$ cat config.mk
export PLATFORM = sky130hd
export DESIGN_NAME = servo_slew_rate_limiter_core_flat
export DESIGN_NICKNAME = d
export VERILOG_FILES = /design/src/rtl/slr_pkg.sv /design/src/rtl/slr_if.sv /design/src/rtl/servo_slew_rate_limiter_core.sv /design/src/rtl/slr_cfg.sv /design/src/rtl/slr_track.sv /design/src/rtl/slr_slew.sv /design/src/flat_wrapper.sv
export SDC_FILE = /design/constraint.sdc
export NUM_CORES = 1
export LEC_CHECK = 0
export ABC_AREA = 1
export BUFFER_PORTS_ARGS = -buffer_cell sky130_fd_sc_hd__buf_2
export CORE_MARGIN = 5
export CORE_UTILIZATION = 30
export CTS_CLUSTER_DIAMETER = 80
export DETAILED_ROUTE_END_ITERATION = 8
export PLACE_DENSITY = 0.41
export SYNTH_ARGS = -nofsm -noshare
export SYNTH_HDL_FRONTEND = slang
export SYNTH_SLANG_ARGS = --single-unit
$ cat constraint.sdc
create_clock -name i_clk -period 12.65 [get_ports i_clk]
set_input_delay 2.53 -clock i_clk [delete_from_list [all_inputs] [get_ports i_clk]]
set_output_delay 2.53 -clock i_clk [all_outputs]
set_load 0.02 [all_outputs]
$ cat src/rtl/slr_pkg.sv
// Package with the shared types and constants of the servo slew-rate limiter.
`default_nettype none

package slr_pkg;

    // Field widths.
    localparam int unsigned ANGLE_W = 8;
    localparam int unsigned PULSE_W = 12;
    localparam int unsigned SPEED_W = 10;
    localparam int unsigned TIME_W  = 32;
    localparam int unsigned STEP_W  = 5;
    localparam int unsigned SLICE_W = 11;
    localparam int unsigned INC_W   = STEP_W + SLICE_W;

    // Angle and pulse constants.
    localparam logic [ANGLE_W-1:0] ANGLE_MAX   = 8'd180;
    localparam logic [PULSE_W-1:0] PULSE_MIN   = 12'd600;
    localparam logic [PULSE_W-1:0] PULSE_MAX   = 12'd2400;
    localparam logic [PULSE_W-1:0] PULSE_RESET = 12'd1500;

    // Register reset values.
    localparam logic [ANGLE_W-1:0] LOW_RESET   = 8'd0;
    localparam logic [ANGLE_W-1:0] HIGH_RESET  = 8'd180;
    localparam logic [SPEED_W-1:0] SPEED_JUMP  = 10'd1000;
    localparam logic [SPEED_W-1:0] SPEED_RESET = 10'd1000;
    localparam logic [STEP_W-1:0]  STEP_RESET  = 5'd25;

    // Step per slice is speed / 40, done as (speed * 1639) >> 16, exact for 10-bit speed.
    localparam logic [10:0]  STEP_RECIP = 11'd1639;
    localparam int unsigned  STEP_SH    = 16;

    // Command codes.
    typedef enum logic [1:0] {
        OP_WRITE = 2'd0,
        OP_OFF   = 2'd1,
        OP_ON    = 2'd2
    } t_opcode;

    // Register indexes on the configuration port.
    typedef enum logic [1:0] {
        REG_LOW   = 2'd0,
        REG_HIGH  = 2'd1,
        REG_SPEED = 2'd2
    } t_reg_idx;

    // Configuration as seen by the datapath.
    typedef struct packed {
        logic [ANGLE_W-1:0] low;
        logic [ANGLE_W-1:0] high;
        logic               jump;
        logic [STEP_W-1:0]  step;
    } t_cfg;

    // Word held between the time-base stage and the slew stage.
    typedef struct packed {
        logic               valid;
        logic               jump;
        logic [PULSE_W-1:0] target;
        logic [SLICE_W-1:0] slices;
    } t_s1;

endpackage

`default_nettype wire

$ cat src/rtl/slr_if.sv
// Channel interfaces for the command words and the result words.
`default_nettype none

interface slr_cmd_if import slr_pkg::*; ();
    logic               valid;
    logic               ready;
    logic [1:0]         opcode;
    logic [ANGLE_W-1:0] angle;
    logic [TIME_W-1:0]  now_ms;

    modport source (output valid, output opcode, output angle, output now_ms, input ready);
    modport sink   (input valid, input opcode, input angle, input now_ms, output ready);
endinterface

interface slr_res_if import slr_pkg::*; ();
    logic               valid;
    logic               ready;
    logic [PULSE_W-1:0] pulse_us;
    logic               at_target;

    modport source (output valid, output pulse_us, output at_target, input ready);
    modport sink   (input valid, input pulse_us, input at_target, output ready);
endinterface

`default_nettype wire

$ cat src/rtl/servo_slew_rate_limiter_core.sv
// Top level of the servo pulse slew-rate limiter.
//
//  Channel   Direction  Words              Handshake
//  i_cmd     in         opcode/angle/time  valid/ready
//  o_res     out        pulse_us/at_target valid/ready
//  APB       in/out     limits and speed   psel/penable, pready always high
//
// One command word is taken every cycle unless the output stalls; a command that issues a move
// passes the command stage register and then the output register, which hold one word each.
// Reset is synchronous; there is no clearing pass.
// A stalled output holds its word while the command stage still takes one more word.
`default_nettype none

module servo_slew_rate_limiter_core import slr_pkg::*; #(
    parameter int unsigned SLICE_MS = 10
) (
    input  logic        i_clk,
    input  logic        i_rst_n,
    input  logic        psel,
    input  logic        penable,
    input  logic        pwrite,
    input  logic [3:0]  paddr,
    input  logic [31:0] pwdata,
    output logic [31:0] prdata,
    output logic        pready,
    slr_cmd_if.sink     i_cmd,
    slr_res_if.source   o_res
);

    t_cfg w_cfg;
    t_s1  w_s1;
    logic w_adv;

    // Configuration registers.
    slr_cfg u_cfg (
        .i_clk   (i_clk),
        .i_rst_n (i_rst_n),
        .psel    (psel),
        .penable (penable),
        .pwrite  (pwrite),
        .paddr   (paddr),
        .pwdata  (pwdata),
        .prdata  (prdata),
        .pready  (pready),
        .o_cfg   (w_cfg)
    );

    // Command stage.
    slr_track #(
        .SLICE_MS (SLICE_MS)
    ) u_track (
        .i_clk   (i_clk),
        .i_rst_n (i_rst_n),
        .i_cfg   (w_cfg),
        .i_cmd   (i_cmd),
        .i_adv   (w_adv),
        .o_s1    (w_s1)
    );

    // Slew stage and output register.
    slr_slew u_slew (
        .i_clk   (i_clk),
        .i_rst_n (i_rst_n),
        .i_cfg   (w_cfg),
        .i_s1    (w_s1),
        .o_adv   (w_adv),
        .o_res   (o_res)
    );

endmodule

`default_nettype wire

$ cat src/rtl/slr_cfg.sv
// Configuration registers behind the APB-style port.
`default_nettype none

module slr_cfg import slr_pkg::*; (
    input  logic        i_clk,
    input  logic        i_rst_n,
    input  logic        psel,
    input  logic        penable,
    input  logic        pwrite,
    input  logic [3:0]  paddr,
    input  logic [31:0] pwdata,
    output logic [31:0] prdata,
    output logic        pready,
    output t_cfg        o_cfg
);

    logic [ANGLE_W-1:0] r_low;
    logic [ANGLE_W-1:0] r_high;
    logic [SPEED_W-1:0] r_speed;
    logic [STEP_W-1:0]  r_step;
    logic               w_wr;
    logic [20:0]        w_step_prod;
    logic [STEP_W-1:0]  n_step;
    t_reg_idx           w_idx;

    assign pready = 1'b1;
    assign w_wr   = psel && penable && pwrite;
    assign w_idx  = t_reg_idx'(paddr[3:2]);

    // The step per slice is derived once, when the speed is written.
    assign w_step_prod = 21'(pwdata[SPEED_W-1:0]) * 21'(STEP_RECIP);
    assign n_step      = w_step_prod[STEP_SH +: STEP_W];

    // Register writes.
    always_ff @(posedge i_clk) begin
        if (!i_rst_n) begin
            r_low   <= LOW_RESET;
            r_high  <= HIGH_RESET;
            r_speed <= SPEED_RESET;
            r_step  <= STEP_RESET;
        end else if (w_wr) begin
            unique case (w_idx)
                REG_LOW:   r_low <= pwdata[ANGLE_W-1:0];
                REG_HIGH:  r_high <= pwdata[ANGLE_W-1:0];
                REG_SPEED: begin
                    r_speed <= pwdata[SPEED_W-1:0];
                    r_step  <= n_step;
                end
                default: ;
            endcase
        end
    end

    // Read-back mux.
    always_comb begin
        unique case (w_idx)
            REG_LOW:   prdata = 32'(r_low);
            REG_HIGH:  prdata = 32'(r_high);
            REG_SPEED: prdata = 32'(r_speed);
            default:   prdata = 32'd0;
        endcase
    end

    assign o_cfg.low  = r_low;
    assign o_cfg.high = r_high;
    assign o_cfg.jump = (r_speed == SPEED_JUMP);
    assign o_cfg.step = r_step;

endmodule

`default_nettype wire

$ cat src/rtl/slr_track.sv
// Command stage: target mapping, time base and slice count.
`default_nettype none

module slr_track import slr_pkg::*; #(
    parameter int unsigned SLICE_MS = 10
) (
    input  logic     i_clk,
    input  logic     i_rst_n,
    input  t_cfg     i_cfg,
    slr_cmd_if.sink  i_cmd,
    input  logic     i_adv,
    output t_s1      o_s1
);

    // Division of a 16-bit value by SLICE_MS as a multiply by a rounded-up reciprocal.
    localparam int unsigned     RECIP_SH   = 16 + $clog2(SLICE_MS);
    localparam longint unsigned RECIP_FULL =
        ((64'd1 << RECIP_SH) + 64'(SLICE_MS) - 64'd1) / 64'(SLICE_MS);
    localparam logic [17:0]     RECIP_M    = RECIP_FULL[17:0];
    localparam int unsigned     PROD_W     = RECIP_SH + 17;

    logic               r_enabled;
    logic               r_was_dis;
    logic [TIME_W-1:0]  r_last;
    t_s1                r_s1;

    logic               n_enabled;
    logic               n_was_dis;
    logic [TIME_W-1:0]  n_last;
    logic               w_issue;
    logic               w_fire;
    logic [ANGLE_W-1:0] w_a1;
    logic [ANGLE_W-1:0] w_a2;
    logic [ANGLE_W-1:0] w_a3;
    logic [PULSE_W-1:0] w_target;
    logic [TIME_W-1:0]  w_base;
    logic [TIME_W-1:0]  w_elapsed;
    logic               w_late;
    logic [PROD_W-1:0]  w_prod;
    logic [15:0]        w_quot;
    logic [SLICE_W-1:0] w_slices;

    assign i_cmd.ready = !r_s1.valid || i_adv;
    assign w_fire      = i_cmd.valid && i_cmd.ready;

    // Clamp: low limit first, then high limit, then the mechanical maximum.
    assign w_a1     = (i_cmd.angle < i_cfg.low) ? i_cfg.low : i_cmd.angle;
    assign w_a2     = (w_a1 > i_cfg.high) ? i_cfg.high : w_a1;
    assign w_a3     = (w_a2 > ANGLE_MAX) ? ANGLE_MAX : w_a2;
    assign w_target = (PULSE_W'(w_a3) << 3) + (PULSE_W'(w_a3) << 1) + PULSE_MIN;

    // The time base restarts when the servo was off or has just come back.
    assign w_base    = (r_was_dis || !r_enabled) ? i_cmd.now_ms : r_last;
    assign w_elapsed = i_cmd.now_ms - w_base;
    assign w_late    = (w_elapsed >= TIME_W'(SLICE_MS));

    // Slice count from the low 16 bits of the elapsed time, saturated.
    assign w_prod   = PROD_W'(w_elapsed[15:0]) * PROD_W'(RECIP_M);
    assign w_quot   = w_prod[RECIP_SH +: 16];
    assign w_slices = (|w_quot[15:SLICE_W]) ? {SLICE_W{1'b1}} : w_quot[SLICE_W-1:0];

    // Next state of the time base and the enable flags.
    always_comb begin
        n_enabled = r_enabled;
        n_was_dis = r_was_dis;
        n_last    = r_last;
        w_issue   = 1'b0;
        unique case (t_opcode'(i_cmd.opcode))
            OP_OFF: begin
                n_enabled = 1'b0;
                n_was_dis = 1'b1;
            end
            OP_ON: begin
                n_enabled = 1'b1;
            end
            OP_WRITE: begin
                if (i_cfg.jump) begin
                    w_issue = 1'b1;
                end else begin
                    n_was_dis = 1'b0;
                    if (w_late) begin
                        w_issue = 1'b1;
                        n_last  = i_cmd.now_ms;
                    end else begin
                        n_last  = w_base;
                    end
                end
            end
            default: ;
        endcase
    end

    // Control state, the stage valid flag and the stage payload.
    always_ff @(posedge i_clk) begin
        if (!i_rst_n) begin
            r_enabled  <= 1'b1;
            r_was_dis  <= 1'b1;
            r_last     <= '0;
            r_s1.valid <= 1'b0;
        end else begin
            if (w_fire) begin
                r_enabled <= n_enabled;
                r_was_dis <= n_was_dis;
                r_last    <= n_last;
            end
            if (w_fire && w_issue) begin
                r_s1.valid  <= 1'b1;
                r_s1.jump   <= i_cfg.jump;
                r_s1.target <= w_target;
                r_s1.slices <= w_slices;
            end else if (i_adv) begin
                r_s1.valid <= 1'b0;
            end
        end
    end

    assign o_s1 = r_s1;

`ifndef SYNTHESIS
    // A deactivate always leaves the servo off with the time base pending restart.
    a_off: assert property (@(posedge i_clk) disable iff (!i_rst_n)
        (w_fire && i_cmd.opcode == OP_OFF) |=> (!r_enabled && r_was_dis))
        else $error("deactivate did not take effect");
`endif

endmodule

`default_nettype wire

$ cat src/rtl/slr_slew.sv
// Slew stage: moves the held pulse toward the target and holds the result word.
`default_nettype none

module slr_slew import slr_pkg::*; (
    input  logic      i_clk,
    input  logic      i_rst_n,
    input  t_cfg      i_cfg,
    input  t_s1       i_s1,
    output logic      o_adv,
    slr_res_if.source o_res
);

    logic [PULSE_W-1:0] r_cur_pulse;
    logic               r_out_valid;
    logic [PULSE_W-1:0] r_out_pulse;
    logic               r_out_at_target;

    logic               w_xfer;
    logic [INC_W-1:0]   w_inc;
    logic               w_up;
    logic [PULSE_W-1:0] w_diff;
    logic [PULSE_W-1:0] w_move;
    logic [PULSE_W-1:0] n_pulse;

    assign o_adv  = !r_out_valid || o_res.ready;
    assign w_xfer = i_s1.valid && o_adv;

    // Largest move allowed for the elapsed slices.
    assign w_inc  = INC_W'(i_cfg.step) * INC_W'(i_s1.slices);

    // Distance to the target and the clipped move.
    assign w_up   = (i_s1.target > r_cur_pulse);
    assign w_diff = w_up ? (i_s1.target - r_cur_pulse) : (r_cur_pulse - i_s1.target);
    assign w_move = (INC_W'(w_diff) > w_inc) ? w_inc[PULSE_W-1:0] : w_diff;

    always_comb begin
        if (i_s1.jump) begin
            n_pulse = i_s1.target;
        end else if (w_up) begin
            n_pulse = r_cur_pulse + w_move;
        end else begin
            n_pulse = r_cur_pulse - w_move;
        end
    end

    // Held pulse and output valid.
    always_ff @(posedge i_clk) begin
        if (!i_rst_n) begin
            r_cur_pulse <= PULSE_RESET;
            r_out_valid <= 1'b0;
        end else if (w_xfer) begin
            r_cur_pulse <= n_pulse;
            r_out_valid <= 1'b1;
        end else if (o_res.ready) begin
            r_out_valid <= 1'b0;
        end
    end

    // Result word payload.
    always_ff @(posedge i_clk) begin
        if (w_xfer) begin
            r_out_pulse     <= n_pulse;
            r_out_at_target <= (n_pulse == i_s1.target);
        end
    end

    assign o_res.valid     = r_out_valid;
    assign o_res.pulse_us  = r_out_pulse;
    assign o_res.at_target = r_out_at_target;

`ifndef SYNTHESIS
    // The held pulse never leaves the mechanical range.
    a_cur_range: assert property (@(posedge i_clk) disable iff (!i_rst_n)
        (r_cur_pulse >= PULSE_MIN && r_cur_pulse <= PULSE_MAX))
        else $error("held pulse out of range");

    // A pending result always shows the pulse now held.
    a_out_cur: assert property (@(posedge i_clk) disable iff (!i_rst_n)
        r_out_valid |-> (r_out_pulse == r_cur_pulse))
        else $error("result word differs from held pulse");

    // An immediate move always lands on the target.
    a_jump: assert property (@(posedge i_clk) disable iff (!i_rst_n)
        (w_xfer && i_s1.jump) |=> (r_out_valid && r_out_at_target))
        else $error("immediate move missed the target");
`endif

endmodule

`default_nettype wire
$ cat src/flat_wrapper.sv
// flat-port wrapper written by rule: the top's interface ports become plain ports
module servo_slew_rate_limiter_core_flat import slr_pkg::*;
#(
    parameter int unsigned SLICE_MS = 10
)
  (i_clk, i_rst_n, psel, penable, pwrite, paddr, pwdata, prdata, pready, i_cmd_valid, i_cmd_opcode, i_cmd_angle, i_cmd_now_ms, i_cmd_ready, o_res_valid, o_res_pulse_us, o_res_at_target, o_res_ready);
  slr_cmd_if i_cmd_i ();
  slr_res_if o_res_i ();
  input  logic i_clk;
  input  logic i_rst_n;
  input  logic psel;
  input  logic penable;
  input  logic pwrite;
  input  logic [3:0] paddr;
  input  logic [31:0] pwdata;
  output logic [31:0] prdata;
  output logic pready;
  input wire logic [$bits(i_cmd_i.valid)-1:0] i_cmd_valid;
  input wire logic [$bits(i_cmd_i.opcode)-1:0] i_cmd_opcode;
  input wire logic [$bits(i_cmd_i.angle)-1:0] i_cmd_angle;
  input wire logic [$bits(i_cmd_i.now_ms)-1:0] i_cmd_now_ms;
  output wire logic [$bits(i_cmd_i.ready)-1:0] i_cmd_ready;
  output wire logic [$bits(o_res_i.valid)-1:0] o_res_valid;
  output wire logic [$bits(o_res_i.pulse_us)-1:0] o_res_pulse_us;
  output wire logic [$bits(o_res_i.at_target)-1:0] o_res_at_target;
  input wire logic [$bits(o_res_i.ready)-1:0] o_res_ready;
  assign i_cmd_i.valid = i_cmd_valid;
  assign i_cmd_i.opcode = i_cmd_opcode;
  assign i_cmd_i.angle = i_cmd_angle;
  assign i_cmd_i.now_ms = i_cmd_now_ms;
  assign i_cmd_ready = i_cmd_i.ready;
  assign o_res_valid = o_res_i.valid;
  assign o_res_pulse_us = o_res_i.pulse_us;
  assign o_res_at_target = o_res_i.at_target;
  assign o_res_i.ready = o_res_ready;
  servo_slew_rate_limiter_core #(.SLICE_MS(SLICE_MS)) u_core (.i_clk(i_clk), .i_rst_n(i_rst_n), .psel(psel), .penable(penable), .pwrite(pwrite), .paddr(paddr), .pwdata(pwdata), .prdata(prdata), .pready(pready), .i_cmd(i_cmd_i), .o_res(o_res_i));
endmodule
==> impl_metrics.tcl <==
set metrics [dict create \
    crit_required_ns 12.83 \
    cts.sink_count 115 \
    finalHoldViolCount 0 \
    wl_per_cell_um 15.5 \
    seq_area_frac_synth_pct 13.6 \
    dr_total_vias 17305 \
    tightest_slew_ns 1.24 \
    synth.area.mux_share_pct 0 \
    critPathCaptureType "flip-flop" \
    fin_crit_sh_pct 79.1 \
    clock.fmax_ghz 0.0999 \
    rr_worst_depth 34 \
    grt_pass1_vias 17444 \
    grt_pass1_wl_mm 92.3 \
    r2r-start "u_core.u_track.r_was_dis" \
    final_common_cell "nand2_1" \
    grt_use_total_pct 16.2 \
    clk_path_buf_depth 2 \
    hold_start "u_core.u_track.r_last[22]" \
    drc 0 \
    die_area_um2 70500 \
    worstHoldEndpoint "u_core.u_track.r_last[22]" \
    worst_path_max_delay_cell "xor2_1" \
    ys_ff_latch 115 \
    grt_overflow_total 0 \
    cts_root_buf "clkbuf_16" \
    antenna_found_initial 0 \
    holdBufCountCts 0 \
    synth_fa_ha_area_share_pct 35.5 \
    synth_top_family_by_area "adder cells" \
    ant_nets 0 \
    synth-main-ff-cell "dfxtp_1" \
    rsz0062_at_grt "false" \
    synth_top_area_share_pct 20.9 \
    drtIter0Drc 843 \
    slew_viol_final 0 \
    cp.arrival_ns 10.19 \
    synth_area_leader_cell "ha_1" \
    setup_tns_ns 0 \
    clkTransAtPathRegs_ns 0.07 \
    relSlewSlack_pct 17.1 \
    numCtsBuffers 17 \
    worstPathMaxFanout 11 \
    cts-resized-gates 0 \
    r2r-end "u_core.u_track.o_s1[6]" \
    synth_area_per_cell_um2 7.15 \
    maxCapViolations 0 \
    n_antenna_cell 0 \
    grt_max_degree 49 \
    clk_latency_ns 0.47 \
    io_pins 133 \
    yosys.area_share.simple_pct 22.6 \
    ys_warn_count 0 \
    path_class "primary input to flip-flop" \
    cts_tree "built" \
    ys_top_cells_by_area "ha_1, fa_1, nand2_1" \
    synth_area_um2 19600 \
    drive_above_1_share_pct 7.71 \
    fin_nets 3358 \
    core_region_area_um2 64600 \
    synth_xor_area_share_pct 3.17 \
    final_cell_mix "nand2_1, inv_1, ha_1" \
    vias_per_cell 4.71 \
    start_util_pct 30.3 \
    hold_class "flip-flop to flip-flop" \
    start_kind "primary input" \
    async_flop_share_pct 0 \
    buffer_ports.inserted 85 \
    routabilityCongestion 0.876 \
    reg2reg_setup_slack_ns 3.45 \
    outcome "finished, final reports clean" \
    setup_viol 0 \
    firstDrtPassIters 5 \
    critPathMaxStageDelay_ns 0.73 \
    rows 93 \
    die_h_um 266 \
    ys_types 51 \
    synth_edf_count 36 \
    area_growth_pct 9.10 \
    synth_compound_area_share_pct 12.5 \
    final_core_util_pct 33.1 \
    n_fill_cell 7073 \
    place_hpwl_mm 47.4 \
    postCtsSetupBuffers 0 \
    synthCells 2741 \
    htree_levels 4 \
    routed_wl_mm 56.9 \
    clock_skew_ns 0.0120 \
    fp.dieW_um 266 \
    min_delay_path_depth 2 \
    layout_min_cycle_time_ns 10.01 \
]
[worst max-delay path: cells and delay by family]
family                   cells  cell delay (ns)
AO/OA/AOI/OAI                2             0.35
adder cells (fa/ha/maj)      9             3.79
AND/OR/NAND/NOR             13             2.34
buffers and inverters        5             0.34
XOR/XNOR                     2             0.82
[worst max path at each step]
stage | to | cells past startpoint | slack, ns | startpoint
after floorplan | u_core.u_track.o_s1[0] | 29 | 3.74 | i_cmd_now_ms[2]
after global placement | u_core.u_track.o_s1[10] | 29 | 2.08 | i_cmd_now_ms[0]
after detailed placement | u_core.u_track.o_s1[6] | 29 | 2.05 | i_cmd_now_ms[0]
after CTS | u_core.u_track.o_s1[6] | 29 | 2.57 | i_cmd_now_ms[0]
after global routing | u_core.u_track.o_s1[6] | 31 | 2.04 | i_cmd_now_ms[0]
final | u_core.u_track.o_s1[6] | 31 | 2.64 | i_cmd_now_ms[0]
[stage by stage]
stage / setup WS, ns / cells / area [um2] / hold WS, ns
floorplan: 3.74 / 2762 / 19700 / 0.429
global placement: 2.08 / 3639 / 20800 / 0.449
detailed placement: 2.05 / 3639 / 20800 / 0.456
CTS: 2.57 / 3671 / 21400 / 0.465
global route: 2.04 / 3671 / 21400 / 0.484
finish: 2.64 / 3671 / 21400 / 0.463
[logic make-up after synthesis]
kind of cell / after synthesis
simple gates: 1023
buf+inv: 624
fa+ha+maj: 470
compound gates: 436
flops: 115
xor+xnor: 71
other cells: 2
[per-layer routing]
layer | track usage [%] | wire [um]
met4 | 3.95 | 864
met5 | 0 | 0
met2 | 29.2 | 28700
met1 | 20.6 | 25900
met3 | 1.85 | 1480
[cells in the mapped netlist (8+ instances only)]
master,number
or2_2,35
xnor2_1,16
o211ai_1,19
buf_2,12
nand4_1,61
o21a_1,12
o21ai_1,10
o21ai_0,151
a21oi_2,12
nand2_1,614
o221ai_1,10
a21oi_1,180
nor4_1,8
nor2_1,142
nand3_1,105
nor3_1,18
nand3b_1,9
xor2_1,55
edfxtp_1,36
nand2_2,10
inv_2,9
dfxtp_1,79
clkbuf_1,34
ha_1,328
fa_1,142
a21o_1,10
buf_4,24
o21bai_1,9
inv_1,538
[cell type report]
type | instances | area, um2 | area share (%)
sequential | 115 | 2660 | 12.5
multi-input combinational | 2023 | 14500 | 68.0
clock buffer | 17 | 425 | 1.99
timing repair buffer | 97 | 515 | 2.41
tap | 855 | 1070 | 5.00
clock inverter | 15 | 106 | 0.497
inverter | 549 | 2070 | 9.66
[registers in the layout (all words and copies together) (netlist names)]
| signal | count |
|---|---|
| u_core.u_slew.o_res.at_target | 1 |
| u_core.u_slew.r_cur_pulse | 12 |
| u_core.u_cfg.r_step | 5 |
| u_core.u_slew.o_res.valid | 1 |
| u_core.u_track.r_was_dis | 1 |
| u_core.u_track.o_s1 | 24 |
| u_core.u_track.r_enabled | 1 |
| u_core.u_slew.o_res.pulse_us | 12 |
| u_core.u_track.r_last | 32 |
| u_core.u_cfg.r_high | 8 |
| u_core.u_cfg.r_low | 8 |
| u_core.u_cfg.r_speed | 10 |
Power is not shown: default switching activity piles up to over one toggle a cycle in this logic, so the estimate is an artifact.
